File: src/rtl/grid_snap_quantizer_assert.svh
// Assertion macros for the grid snap quantizer top level.
`ifndef GRID_SNAP_QUANTIZER_ASSERT_SVH
`define GRID_SNAP_QUANTIZER_ASSERT_SVH

// Check that cons holds in the same cycle as ante.
`define GSQ_ASSERT_NOW(lbl, clk, rst, ante, cons) \
   lbl: assert property (@(posedge clk) disable iff (rst) (ante) |-> (cons)) \
      else $error("grid snap quantizer: same-cycle check failed");

// Check that cons holds in the cycle after ante.
`define GSQ_ASSERT_NEXT(lbl, clk, rst, ante, cons) \
   lbl: assert property (@(posedge clk) disable iff (rst) (ante) |=> (cons)) \
      else $error("grid snap quantizer: next-cycle check failed");

`endif

File: src/rtl/gsq_pkg.sv
package gsq_pkg;

   localparam int PT_W       = 20;
   localparam int FRAC_BITS  = 4;
   localparam int STEP_W     = 9;
   localparam int SCR_W      = 13;
   localparam int VIEW_W     = 32;
   localparam int DATA_W     = 32;
   localparam int IDX_W      = 3;
   localparam int MAX_STEP   = 256;
   localparam int MAX_SCREEN = 4096;

   localparam int KW        = $clog2(MAX_SCREEN);
   localparam int QD_W      = PT_W - 1 - FRAC_BITS;
   localparam int QA_STEPS  = 8;
   localparam int REM_STEPS = 8;
   localparam int REM_STG   = VIEW_W / REM_STEPS;
   localparam int NSTG      = REM_STG + 6;

   localparam logic [STEP_W-1:0] MIN_STEP = STEP_W'(2);

   localparam logic              RST_SNAP_ENABLE = 1'b1;
   localparam logic [STEP_W-1:0] RST_GRID_STEP   = STEP_W'(48);
   localparam logic [VIEW_W-1:0] RST_VIEW        = '0;
   localparam logic [SCR_W-1:0]  RST_SCREEN_W    = SCR_W'(800);
   localparam logic [SCR_W-1:0]  RST_SCREEN_H    = SCR_W'(600);

   typedef enum logic [IDX_W-1:0] {
      CSR_SNAP_ENABLE = 3'd0,
      CSR_GRID_STEP   = 3'd1,
      CSR_VIEW_X      = 3'd2,
      CSR_VIEW_Y      = 3'd3,
      CSR_SCREEN_W    = 3'd4,
      CSR_SCREEN_H    = 3'd5
   } gsq_csr_type;

   typedef struct packed {
      logic signed [PT_W-1:0] point_x;
      logic signed [PT_W-1:0] point_y;
   } gsq_req_type;

   typedef struct packed {
      logic signed [PT_W-1:0] snap_x;
      logic signed [PT_W-1:0] snap_y;
      logic                   was_snapped;
   } gsq_rsp_type;

   typedef struct packed {
      logic [STEP_W-1:0]        step;
      logic signed [VIEW_W-1:0] view;
      logic [SCR_W-1:0]         screen;
   } gsq_axis_cfg_type;

endpackage

File: src/rtl/gsq_axis.sv
module gsq_axis
   import gsq_pkg::*;
(
   input  logic                   clock,
   input  logic [NSTG-1:0]        load,
   input  gsq_axis_cfg_type       cfg,
   input  logic                   bypass,
   input  logic signed [PT_W-1:0] point,
   output logic signed [PT_W-1:0] snap
);

   localparam int ST_ORG = REM_STG + 1;
   localparam int ST_DA  = REM_STG + 2;
   localparam int ST_DB  = REM_STG + 3;
   localparam int ST_RND = REM_STG + 4;
   localparam int ST_OUT = REM_STG + 5;
   localparam int LW     = STEP_W + FRAC_BITS + 1;
   localparam int PW     = KW + STEP_W;

   function automatic logic [STEP_W:0] div_step(input logic [STEP_W-1:0] rem,
                                                input logic din,
                                                input logic [STEP_W-1:0] dvs);
      logic [STEP_W:0] t;
      logic [STEP_W:0] d;
      t = {rem, din};
      d = t - {1'b0, dvs};
      if (t >= {1'b0, dvs}) begin
         div_step = {1'b1, d[STEP_W-1:0]};
      end else begin
         div_step = {1'b0, t[STEP_W-1:0]};
      end
   endfunction

   logic [PT_W-1:0]   pt_ff  [0:ST_RND];
   logic              byp_ff [0:ST_RND];
   logic [VIEW_W-1:0] mag_ff [0:REM_STG];
   logic              neg_ff [0:REM_STG];
   logic [STEP_W-1:0] rem_ff [1:REM_STG];
   logic [VIEW_W-1:0] mag_in;

   // sign-magnitude split of the view position
   always_comb begin
      mag_in = cfg.view[VIEW_W-1] ? (~cfg.view + 1'b1) : cfg.view;
   end

   always_ff @(posedge clock) begin
      if (load[0]) begin
         mag_ff[0] <= mag_in;
         neg_ff[0] <= cfg.view[VIEW_W-1];
         pt_ff[0]  <= point;
         byp_ff[0] <= bypass;
      end
   end

   for (genvar i = 1; i <= ST_RND; i++) begin : g_carry
      always_ff @(posedge clock) begin
         if (load[i]) begin
            pt_ff[i]  <= pt_ff[i-1];
            byp_ff[i] <= byp_ff[i-1];
         end
      end
   end

   // view magnitude modulo step, REM_STEPS bits per stage
   for (genvar j = 1; j <= REM_STG; j++) begin : g_rem
      logic [STEP_W-1:0] rem_start;
      logic [STEP_W-1:0] rem_in;

      if (j == 1) begin : g_first
         assign rem_start = '0;
      end else begin : g_next
         assign rem_start = rem_ff[j-1];
      end

      always_comb begin
         logic [STEP_W:0] t;
         rem_in = rem_start;
         for (int b = 0; b < REM_STEPS; b++) begin
            t      = div_step(rem_in, mag_ff[j-1][VIEW_W-1-(j-1)*REM_STEPS-b], cfg.step);
            rem_in = t[STEP_W-1:0];
         end
      end

      always_ff @(posedge clock) begin
         if (load[j]) begin
            rem_ff[j] <= rem_in;
            mag_ff[j] <= mag_ff[j-1];
            neg_ff[j] <= neg_ff[j-1];
         end
      end
   end

   // origin, offset from origin and room left on screen
   logic [STEP_W-1:0] org_ff,   org_in;
   logic [QD_W-1:0]   dhi_ff,   dhi_in;
   logic [FRAC_BITS-1:0] dfr_ff, dfr_in;
   logic              dpos_ff,  dpos_in;
   logic [KW-1:0]     lim_ff,   lim_in;
   logic              onscr_ff, onscr_in;

   always_comb begin
      logic [STEP_W-1:0] rem;
      logic [PT_W:0]     d;
      logic [SCR_W-1:0]  room;
      rem      = rem_ff[REM_STG];
      org_in   = (neg_ff[REM_STG] && (rem != '0)) ? (cfg.step - rem) : rem;
      d        = {pt_ff[REM_STG][PT_W-1], pt_ff[REM_STG]}
                 - {{(PT_W+1-STEP_W-FRAC_BITS){1'b0}}, org_in, {FRAC_BITS{1'b0}}};
      dpos_in  = !d[PT_W] && (d != '0);
      dhi_in   = d[PT_W-2:FRAC_BITS];
      dfr_in   = d[FRAC_BITS-1:0];
      onscr_in = SCR_W'(org_in) < cfg.screen;
      room     = cfg.screen - SCR_W'(1) - SCR_W'(org_in);
      lim_in   = room[KW-1:0];
   end

   always_ff @(posedge clock) begin
      if (load[ST_ORG]) begin
         org_ff   <= org_in;
         dhi_ff   <= dhi_in;
         dfr_ff   <= dfr_in;
         dpos_ff  <= dpos_in;
         lim_ff   <= lim_in;
         onscr_ff <= onscr_in;
      end
   end

   // quotients of offset and room by step, upper bits
   logic [QD_W-1:0]      dha_ff;
   logic [KW-1:0]        lma_ff;
   logic [QD_W-1:0]      qda_ff,  qda_in;
   logic [STEP_W-1:0]    rda_ff,  rda_in;
   logic [QD_W-1:0]      qla_ff,  qla_in;
   logic [STEP_W-1:0]    rla_ff,  rla_in;
   logic [STEP_W-1:0]    orga_ff;
   logic [FRAC_BITS-1:0] dfra_ff;
   logic                 dposa_ff;
   logic                 onscra_ff;

   always_comb begin
      logic [STEP_W:0] t;
      logic [QD_W-1:0] lx;
      lx     = QD_W'(lim_ff);
      qda_in = '0;
      qla_in = '0;
      rda_in = '0;
      rla_in = '0;
      for (int b = 0; b < QA_STEPS; b++) begin
         t                   = div_step(rda_in, dhi_ff[QD_W-1-b], cfg.step);
         qda_in[QD_W-1-b]    = t[STEP_W];
         rda_in              = t[STEP_W-1:0];
         t                   = div_step(rla_in, lx[QD_W-1-b], cfg.step);
         qla_in[QD_W-1-b]    = t[STEP_W];
         rla_in              = t[STEP_W-1:0];
      end
   end

   always_ff @(posedge clock) begin
      if (load[ST_DA]) begin
         dha_ff    <= dhi_ff;
         lma_ff    <= lim_ff;
         qda_ff    <= qda_in;
         rda_ff    <= rda_in;
         qla_ff    <= qla_in;
         rla_ff    <= rla_in;
         orga_ff   <= org_ff;
         dfra_ff   <= dfr_ff;
         dposa_ff  <= dpos_ff;
         onscra_ff <= onscr_ff;
      end
   end

   // quotients, lower bits
   logic [QD_W-1:0]      qdb_ff,  qdb_in;
   logic [STEP_W-1:0]    rdb_ff,  rdb_in;
   logic [QD_W-1:0]      qlb_ff,  qlb_in;
   logic [STEP_W-1:0]    orgb_ff;
   logic [FRAC_BITS-1:0] dfrb_ff;
   logic                 dposb_ff;
   logic                 onscrb_ff;

   always_comb begin
      logic [STEP_W:0]   t;
      logic [QD_W-1:0]   lx;
      logic [STEP_W-1:0] rl;
      lx     = QD_W'(lma_ff);
      qdb_in = qda_ff;
      qlb_in = qla_ff;
      rdb_in = rda_ff;
      rl     = rla_ff;
      for (int b = QA_STEPS; b < QD_W; b++) begin
         t                = div_step(rdb_in, dha_ff[QD_W-1-b], cfg.step);
         qdb_in[QD_W-1-b] = t[STEP_W];
         rdb_in           = t[STEP_W-1:0];
         t                = div_step(rl, lx[QD_W-1-b], cfg.step);
         qlb_in[QD_W-1-b] = t[STEP_W];
         rl               = t[STEP_W-1:0];
      end
   end

   always_ff @(posedge clock) begin
      if (load[ST_DB]) begin
         qdb_ff    <= qdb_in;
         rdb_ff    <= rdb_in;
         qlb_ff    <= qlb_in;
         orgb_ff   <= orga_ff;
         dfrb_ff   <= dfra_ff;
         dposb_ff  <= dposa_ff;
         onscrb_ff <= onscra_ff;
      end
   end

   // round to nearest, tie low, clamp to last visible line
   logic [KW-1:0]     k_ff,    k_in;
   logic [STEP_W-1:0] orgr_ff;

   always_comb begin
      logic [LW-1:0]   lhs;
      logic [LW-1:0]   rhs;
      logic [QD_W:0]   kr;
      logic [KW-1:0]   kmax;
      lhs  = {rdb_ff, {(FRAC_BITS+1){1'b0}}} + LW'({dfrb_ff, 1'b0});
      rhs  = LW'({cfg.step, {FRAC_BITS{1'b0}}});
      kr   = {1'b0, qdb_ff} + (QD_W+1)'(lhs > rhs);
      kmax = onscrb_ff ? qlb_ff[KW-1:0] : '0;
      if (!dposb_ff) begin
         k_in = '0;
      end else if (kr > (QD_W+1)'(kmax)) begin
         k_in = kmax;
      end else begin
         k_in = kr[KW-1:0];
      end
   end

   always_ff @(posedge clock) begin
      if (load[ST_RND]) begin
         k_ff    <= k_in;
         orgr_ff <= orgb_ff;
      end
   end

   // grid coordinate back to fixed point
   logic [PT_W-1:0] res_ff, res_in;

   always_comb begin
      logic [PW-1:0] pos;
      pos    = k_ff * cfg.step + PW'(orgr_ff);
      res_in = byp_ff[ST_RND] ? pt_ff[ST_RND]
                              : {pos[PT_W-FRAC_BITS-1:0], {FRAC_BITS{1'b0}}};
   end

   always_ff @(posedge clock) begin
      if (load[ST_OUT]) begin
         res_ff <= res_in;
      end
   end

   assign snap = res_ff;

endmodule

File: src/rtl/grid_snap_quantizer.sv
// Grid snap quantizer: moves a point in 1/16-pixel fixed point to the nearest
// visible grid point, each axis on its own; the grid origin is the view
// position modulo the step, grid points lie below the screen size.
// Input channel req_*: one point per item. Result channel rsp_*: one snapped
// point per item, in order; was_snapped is low if snapping is off or step < 2.
// Configuration: csr_write with csr_index and csr_wdata writes one register;
// write only while no item is in flight.
// Throughput: one item per cycle while rsp_stall is low. Each item passes
// through ten register stages: an input stage that splits off the view sign,
// four stages of the 32-bit view-modulo-step recurrence (8 bits each), one
// origin stage, two stages of the 15-bit offset and room quotients, one
// rounding stage and the multiply-add output register.
// Reset clears all stage valid bits and loads the register defaults.
// When rsp_stall is high the output item holds; empty stages still fill, and
// req_stall rises only once all ten stages hold items.
`include "grid_snap_quantizer_assert.svh"

module grid_snap_quantizer
   import gsq_pkg::*;
(
   input  logic              clock,
   input  logic              reset,
   input  logic              req_valid,
   output logic              req_stall,
   input  gsq_req_type       req_data,
   output logic              rsp_valid,
   input  logic              rsp_stall,
   output gsq_rsp_type       rsp_data,
   input  logic              csr_write,
   input  logic [IDX_W-1:0]  csr_index,
   input  logic [DATA_W-1:0] csr_wdata
);

   logic              snap_enable_ff;
   logic [STEP_W-1:0] grid_step_ff;
   logic [VIEW_W-1:0] view_x_ff;
   logic [VIEW_W-1:0] view_y_ff;
   logic [SCR_W-1:0]  screen_w_ff;
   logic [SCR_W-1:0]  screen_h_ff;

   always_ff @(posedge clock) begin
      if (reset) begin
         snap_enable_ff <= RST_SNAP_ENABLE;
         grid_step_ff   <= RST_GRID_STEP;
         view_x_ff      <= RST_VIEW;
         view_y_ff      <= RST_VIEW;
         screen_w_ff    <= RST_SCREEN_W;
         screen_h_ff    <= RST_SCREEN_H;
      end else if (csr_write) begin
         case (csr_index)
            CSR_SNAP_ENABLE: snap_enable_ff <= csr_wdata[0];
            CSR_GRID_STEP:   grid_step_ff   <= csr_wdata[STEP_W-1:0];
            CSR_VIEW_X:      view_x_ff      <= csr_wdata[VIEW_W-1:0];
            CSR_VIEW_Y:      view_y_ff      <= csr_wdata[VIEW_W-1:0];
            CSR_SCREEN_W:    screen_w_ff    <= csr_wdata[SCR_W-1:0];
            CSR_SCREEN_H:    screen_h_ff    <= csr_wdata[SCR_W-1:0];
            default: begin
            end
         endcase
      end
   end

   logic [STEP_W-1:0] step_sat;
   logic [SCR_W-1:0]  scr_w_sat;
   logic [SCR_W-1:0]  scr_h_sat;
   logic              bypass;
   gsq_axis_cfg_type  cfg_x;
   gsq_axis_cfg_type  cfg_y;

   always_comb begin
      step_sat  = (grid_step_ff > STEP_W'(MAX_STEP)) ? STEP_W'(MAX_STEP) : grid_step_ff;
      scr_w_sat = (screen_w_ff > SCR_W'(MAX_SCREEN)) ? SCR_W'(MAX_SCREEN) : screen_w_ff;
      scr_h_sat = (screen_h_ff > SCR_W'(MAX_SCREEN)) ? SCR_W'(MAX_SCREEN) : screen_h_ff;
      bypass    = !snap_enable_ff || (grid_step_ff < MIN_STEP);
      cfg_x     = '{step: step_sat, view: view_x_ff, screen: scr_w_sat};
      cfg_y     = '{step: step_sat, view: view_y_ff, screen: scr_h_sat};
   end

   // stage control: a stage loads when it is empty or its successor moves
   logic [NSTG-1:0] stg_valid_ff, stg_valid_in;
   logic [NSTG-1:0] load;
   logic [NSTG-1:0] snp_ff;

   always_comb begin
      load[NSTG-1] = !stg_valid_ff[NSTG-1] || !rsp_stall;
      for (int i = NSTG - 2; i >= 0; i--) begin
         load[i] = !stg_valid_ff[i] || load[i+1];
      end
      stg_valid_in = stg_valid_ff;
      if (load[0]) begin
         stg_valid_in[0] = req_valid;
      end
      for (int i = 1; i < NSTG; i++) begin
         if (load[i]) begin
            stg_valid_in[i] = stg_valid_ff[i-1];
         end
      end
   end

   always_ff @(posedge clock) begin
      if (reset) begin
         stg_valid_ff <= '0;
      end else begin
         stg_valid_ff <= stg_valid_in;
      end
   end

   always_ff @(posedge clock) begin
      if (load[0]) begin
         snp_ff[0] <= !bypass;
      end
      for (int i = 1; i < NSTG; i++) begin
         if (load[i]) begin
            snp_ff[i] <= snp_ff[i-1];
         end
      end
   end

   logic signed [PT_W-1:0] snap_x;
   logic signed [PT_W-1:0] snap_y;

   gsq_axis u_axis_x (
      .clock  (clock),
      .load   (load),
      .cfg    (cfg_x),
      .bypass (bypass),
      .point  (req_data.point_x),
      .snap   (snap_x)
   );

   gsq_axis u_axis_y (
      .clock  (clock),
      .load   (load),
      .cfg    (cfg_y),
      .bypass (bypass),
      .point  (req_data.point_y),
      .snap   (snap_y)
   );

   assign req_stall            = !load[0];
   assign rsp_valid            = stg_valid_ff[NSTG-1];
   assign rsp_data.snap_x      = snap_x;
   assign rsp_data.snap_y      = snap_y;
   assign rsp_data.was_snapped = snp_ff[NSTG-1];

   `GSQ_ASSERT_NOW(a_stall_only_when_full, clock, reset, req_stall,
                   (&stg_valid_ff) && rsp_stall)
   `GSQ_ASSERT_NEXT(a_empty_stays_empty, clock, reset,
                    !(|stg_valid_ff) && !req_valid, !(|stg_valid_ff))
   `GSQ_ASSERT_NOW(a_snap_on_whole_pixel, clock, reset,
                   rsp_valid && rsp_data.was_snapped,
                   (rsp_data.snap_x[FRAC_BITS-1:0] == '0)
                   && (rsp_data.snap_y[FRAC_BITS-1:0] == '0))

endmodule
File: config.mk
export PLATFORM = sky130hd
export DESIGN_NAME = grid_snap_quantizer
export DESIGN_NICKNAME = d
export VERILOG_FILES = /design/src/rtl/gsq_pkg.sv /design/src/rtl/gsq_axis.sv /design/src/rtl/grid_snap_quantizer.sv
export VERILOG_INCLUDE_DIRS = /design/src /design/src/rtl
export SDC_FILE = /design/constraint.sdc
export NUM_CORES = 2
export LEC_CHECK = 0
export BUFFER_PORTS_ARGS = -buffer_cell sky130_fd_sc_hd__buf_2
export CAP_MARGIN = 40
export CORE_UTILIZATION = 30
export DETAILED_ROUTE_END_ITERATION = 7
export GPL_TIMING_DRIVEN = 0
export SETUP_SLACK_MARGIN = 0.15
export SLEW_MARGIN = 40
export SYNTH_ARGS = -nofsm -noshare
export SYNTH_HDL_FRONTEND = slang
export SYNTH_SLANG_ARGS = --single-unit
File: constraint.sdc
create_clock -name clock -period 34.2 [get_ports clock]
set_clock_uncertainty 0.05 [all_clocks]
set_input_delay 1.71 -clock clock [delete_from_list [all_inputs] [get_ports clock]]
set_output_delay 1.71 -clock clock [all_outputs]
set_load 0.01 [all_outputs]
## Word-level counts from Yosys, hierarchy flattened

Memory sizes are Yosys's and may differ from the RTL's.
Index checks and enable logic that the tools add are counted.

| storage, ports and cells | value |
|---|---|
| memory bits (writable) | 780 |
| flip-flop bits (word level) | 508 |
| memories | 10 |

| cells by class | value |
|---|---|
| mux-type cells | 152 |
| eq/ne operators | 5 |
| bitwise gates (word level) | 2 |
| add/sub/neg operators | 137 |
| magnitude comparators | 131 |
| reduce and logical (&&, ||, !) cells | 42 |
| multipliers | 2 |

Memories:

| memory | words | bits a word | rd ports | clocked after Yosys merged registers in | write ports | line | text |
|---|---|---|---|---|---|---|---|
| u_axis_x.pt_ff | 9 | 20 | 9 | 0 | 9 | gsq_axis.sv:34 | `logic [PT_W-1:0] pt_ff [0:ST_RND];` |
| u_axis_y.pt_ff | 9 | 20 | 9 | 0 | 9 | gsq_axis.sv:34 |  |
| u_axis_x.mag_ff | 5 | 32 | 4 | 0 | 5 | gsq_axis.sv:36 | `logic [VIEW_W-1:0] mag_ff [0:REM_STG];` |
| u_axis_y.mag_ff | 5 | 32 | 4 | 0 | 5 | gsq_axis.sv:36 |  |
| u_axis_x.rem_ff | 4 | 9 | 4 | 0 | 4 | gsq_axis.sv:38 | `logic [STEP_W-1:0] rem_ff [1:REM_STG];` |
| u_axis_y.rem_ff | 4 | 9 | 4 | 0 | 4 | gsq_axis.sv:38 |  |
| +4 memories | - | - | - | - | - | - |  |

Operators with widths:

| cell | number |
|---|---|
| $ge 10x9->1 | 116 |
| $sub 9x9->9 | 118 |
| $mux 9 | 70 |
| $mux 10 | 54 |
| $add 32x1->32 const B | 2 |
| $mux 32 | 2 |
| $not 32->32 | 2 |
| $mux 12 | 4 |
| $reduce_bool 21->1 | 2 |
| $sub 20x14->21 | 2 |
| $mux 20 | 2 |
| $ge 1x9->1 | 4 |
| $sub 1x9->9 | 4 |
| $add 15x1->16 | 2 |
| $add 16x9->16 | 2 |
| $gt 16x12->1 | 2 |
| $mul 12x9->16 | 2 |
| $add 14x5->14 | 2 |
| $gt 14x13->1 | 2 |
| $gt 13x13->1 const B | 2 |
| $lt 9x13->1 | 2 |
| $mux 13 | 2 |
| $sub 12x1->12 const B | 2 |
| $sub 12x9->12 | 2 |
| 14 further kinds | 67 |

## Logic depth before layout (Yosys ltp)

| depth | value |
|---|---|
| depth after elaboration | 18 |
| mapped depth | 92 |
| gate-level depth less buffers | 83 |

## Cells and area by module

A second synthesis with hierarchy kept.

| second synthesis, totals | value |
|---|---|
| cell total of the unflattened synthesis | 10,565 |
| area total of the unflattened synthesis | 102,502.1 sq um |

Modules (own cells, without submodules):

| module | seq. area each (sq um) | area an instance (sq um) | cells an instance | times used |
|---|---|---|---|---|
| gsq_axis (u_axis_y) | 14,774.2 | 49,077.1 | 5,051 | 1 |
| gsq_axis (u_axis_x) | 14,774.2 | 48,958.2 | 4,978 | 1 |
| grid_snap_quantizer | 2,502.4 | 4,466.8 | 536 | 1 |

## Least setup slack after synthesis

Ideal clock, no wire load.

| timing path | value |
|---|---|
| path type | reg2reg |
| from | register grid_step_ff[8] |
| to | register, netlist name u_axis_y.rem_ff[0][28] |
| data required time | 33,890 ps |
| data arrival time | 28,358 ps |
| buffers on the path | 8 |
| setup slack | 5,532 ps |
| period minus slack after synthesis | 28,668 ps |
| stages on the path, launching flop included | 84 |
| library setup time | 260 ps |
| cells stage by stage | dfxtp_1 buf_2 clkbuf_1 clkbuf_1 nor2b_1 clkbuf_1 clkbuf_1 inv_1 fa_1 nand3_1 a21oi_1 o31ai_1 nand2_1 nand2_1 o21ai_0 fa_1 nand2b_1 a21oi_1 [... 48 more ...] nand2_1 o21ai_0 nand2b_1 a41oi_1 clkbuf_1 o21ai_0 fa_1 a21o_1 a21oi_1 o21bai_1 a21oi_1 nor2b_1 o21ai_0 nand2b_1 and2_1 or4_1 o41ai_4 mux2_2 |

RTL lines:

| item | line | text |
|---|---|---|
| start: declaration | grid_snap_quantizer.sv:35 | `logic [STEP_W-1:0] grid_step_ff;` |
| start signal: assignment | grid_snap_quantizer.sv:52 | `CSR_GRID_STEP: grid_step_ff <= csr_wdata[STEP_W-1:0];` |

==> out/results.tsv <==
metric	value	unit
post-synth top area share	0.296	
worst path bufs/invs	14	
DRT Wirelength	273000	microns
CTS hold repair buffers	0	
syn nets	11800	
via count	76700	
Worst Setup SP	grid_step_ff[8]$_SDFFE_PP0P_	
Final setup violation count	0	
number of nets in the final layout	12100	
Yosys warning count	0	
Initial DRT Pass Iterations	6	
met1 Usage GRT	0.219	
Crit path max-delay family	compound AO/OA/AOI/OAI gates	
Die H	579	microns
Worst EP required	34670	ps
core footprint	331000	sq um
Via-to-Cell Ratio	5.10	
stages on the worst setup path	87	
row count	211	
H-Tree Level Count	4	
CTS root buf	clkbuf_16	
fin area	112000	sq um
most used routing layer	met2	
Finished Core Util	0.339	
Die X	579	microns
capturing point of the worst reg2reg path	u_axis_y.rem_ff[0][33]$_DFFE_PP_	
Worst-path clk slew	60	ps
Antenna Violating Nets Remaining	0	
clk sinks	1095	
Pins Over Slew Limit	0	
insertion delay to the later sink of the worst-skew pair	830	ps
post-synthesis sequential area ratio	0.318	
Async S/R FF share, synth	0	
worst setup path endpoint	u_axis_y.rem_ff[0][33]$_DFFE_PP_	
max incr delay on CP	650	ps
CP Max Fanout	48	
R2R depth	87	
Synth cell types	122	
Worst setup EP type	register	
GRT met3 Usage	0.0176	
Post-synth EDFFs	985	
fillcell total	33600	
min cycle time layout	24580	ps
largest cells by area after synthesis	edfxtp_1 (30%), ha_1 (15%), mux2_2 (5.2%)	
outcome	complete, no violations	
GRT Resource Usage Total	0.159	
cts repair resizes	0	
drt wl/cell	18.1	microns
max cap viols	0	
Post-Synthesis Cell Area	99900	sq um
number of port buffers	121	
die area	335000	sq um
Fin Hold WS	353	ps
Final HPWL DP	211000	microns
residual DRC count	0	
critical path arrival	25050	ps
first-pass GRT wire length	420000	microns
Synth Flop Type	edfxtp_1	
total CTS buffers	138	
Worst slew margin	0.409	
DP Area	108000	sq um
Avg Cell Area, Syn	9.75	sq um
CP startpoint kind	register	
Post-CTS Setup Bufs	0	
Tcrit/Tclk final	0.719	
Worst Hold Class	register to register	
CTS tree	built	
Iter 0 DRT Violations	4960	
Syn Inst Count	10200	
total global routing overflow	0	
initial antenna violation count	32	
top-count cell post-synth	ha_1	
synth cell count leaders	ha_1 (1,237), edfxtp_1 (985), nand2_1 (841)	
Synth area leader	edfxtp_1	
Worst Tran Pin Value	881	ps
R2R Setup Slk	9620	ps
slowest stage cell, crit path	nor2b_1	
RSZ-0062 raised after global routing	no	
Max Freq	40.7	MHz
largest net degree at the start of global routing	68	
clock buffer depth	4	
Multi-input gate area	64400	sq um
share of cells above drive strength 1	0.0988	
Area growth syn-to-layout	12.1	%
number of global-route vias before repair	73800	
FF+latch count, synth	1095	
routability cong.	0.870	
WS Path Type	register to register	
Final Hold Viols	0	
hold_sp	u_axis_y.dhi_ff[2]$_DFFE_PP_	
Initial Util	0.302	
FF/Latch Area	31800	sq um
Ports	123	
global-route met2 utilization	0.263	
R2R Path Start	grid_step_ff[8]$_SDFFE_PP0P_	
-- metrics by stage --
step | TNS, ps | setup WS, ps | cells
after detailed placement | 0 | 9710 | 14800
final | 0 | 9620 | 15000
after global placement | -1561590 | -12870 | 14700
after floorplan | 0 | 5530 | 10200
after CTS | 0 | 9570 | 15000
after global routing | 0 | 7900 | 15000
-- cells by family after synthesis --
family / Yosys count / share of synthesized area
AOI/OAI and AO/OA: 2514 / 0.163
muxes: 613 / 0.0675
buffers and inverters: 1022 / 0.0390
xor gates and xnor gates: 870 / 0.0763
DFF: 1095 / 0.318
adders and majority gates: 1491 / 0.206
and+or+nand+nor: 2636 / 0.130
-- worst reg2reg max path, delay by kind of cell, from the launching register on --
family | cells | cell delay (ps)
flip-flops | 1 | 290
AND/OR/NAND/NOR | 23 | 5220
adder cells (fa/ha/maj) | 8 | 3380
multiplexers | 5 | 1910
AO/OA/AOI/OAI | 37 | 9170
buffers and inverters | 14 | 4310
-- per-layer routing --
layer	vias up	wire (microns)
li1	38000	-
met1	36700	129000
met2	1613	124000
met3	347	13000
met4	14	6260
met5	-	91
-- how the worst min path moves through the flow --
stage,end,slack [ps],depth (start not counted)
finish,u_axis_y.dha_ff[2]$_DFFE_PP_,350,0
global route,u_axis_y.mag_ff[0][69]$_DFFE_PP_,350,0
CTS,u_axis_y.orgr_ff[1]$_DFFE_PP_,340,0
detailed placement,snp_ff[2]$_DFFE_PP_,350,0
global placement,u_axis_y.pt_ff[0][96]$_DFFE_PP_,350,0
floorplan,snp_ff[1]$_DFFE_PP_,350,0
-- cell usage in the layout (no fill, tap or decap), drive strengths merged, types with 151 or more instances in the layout --
cell / Yosys / layout
a21o: 421 / 421
a21oi: 731 / 731
buf: 49 / 238
clkbuf: 138 / 302
edfxtp: 985 / 985
fa: 254 / 254
ha: 1237 / 1237
inv: 830 / 842
mux2: 462 / 462
mux2i: 151 / 151
nand2: 841 / 841
nand2b: 170 / 170
nand4: 209 / 209
nor2: 545 / 545
nor2b: 240 / 240
o21ai: 558 / 558
xnor2: 573 / 573
xor2: 297 / 297
-- flip-flops by register name, summed over array words and instances (netlist names), 20 cells and up --
register / flops
u_axis_x.rem_ff: 36
u_axis_y.rem_ff: 36
u_axis_y.mag_ff: 80
u_axis_y.snap: 20
u_axis_x.snap: 20
u_axis_y.pt_ff: 171
view_y_ff: 32
u_axis_x.mag_ff: 80
u_axis_x.pt_ff: 171
view_x_ff: 32
-- layout make-up --
type | count | share of cell area
plain buffers | 187 | 0.00699
clock buffers | 164 | 0.0324
clock inverters | 71 | 0.00678
diodes | 12 | 0.000268
inverters | 835 | 0.0286
multi-input cells | 8124 | 0.575
well taps | 4366 | 0.0488
flip-flops and latches | 1095 | 0.284
repair buffers | 189 | 0.0176
Power is not shown: default switching activity piles up to over one toggle a cycle in this logic, so the estimate is an artifact.
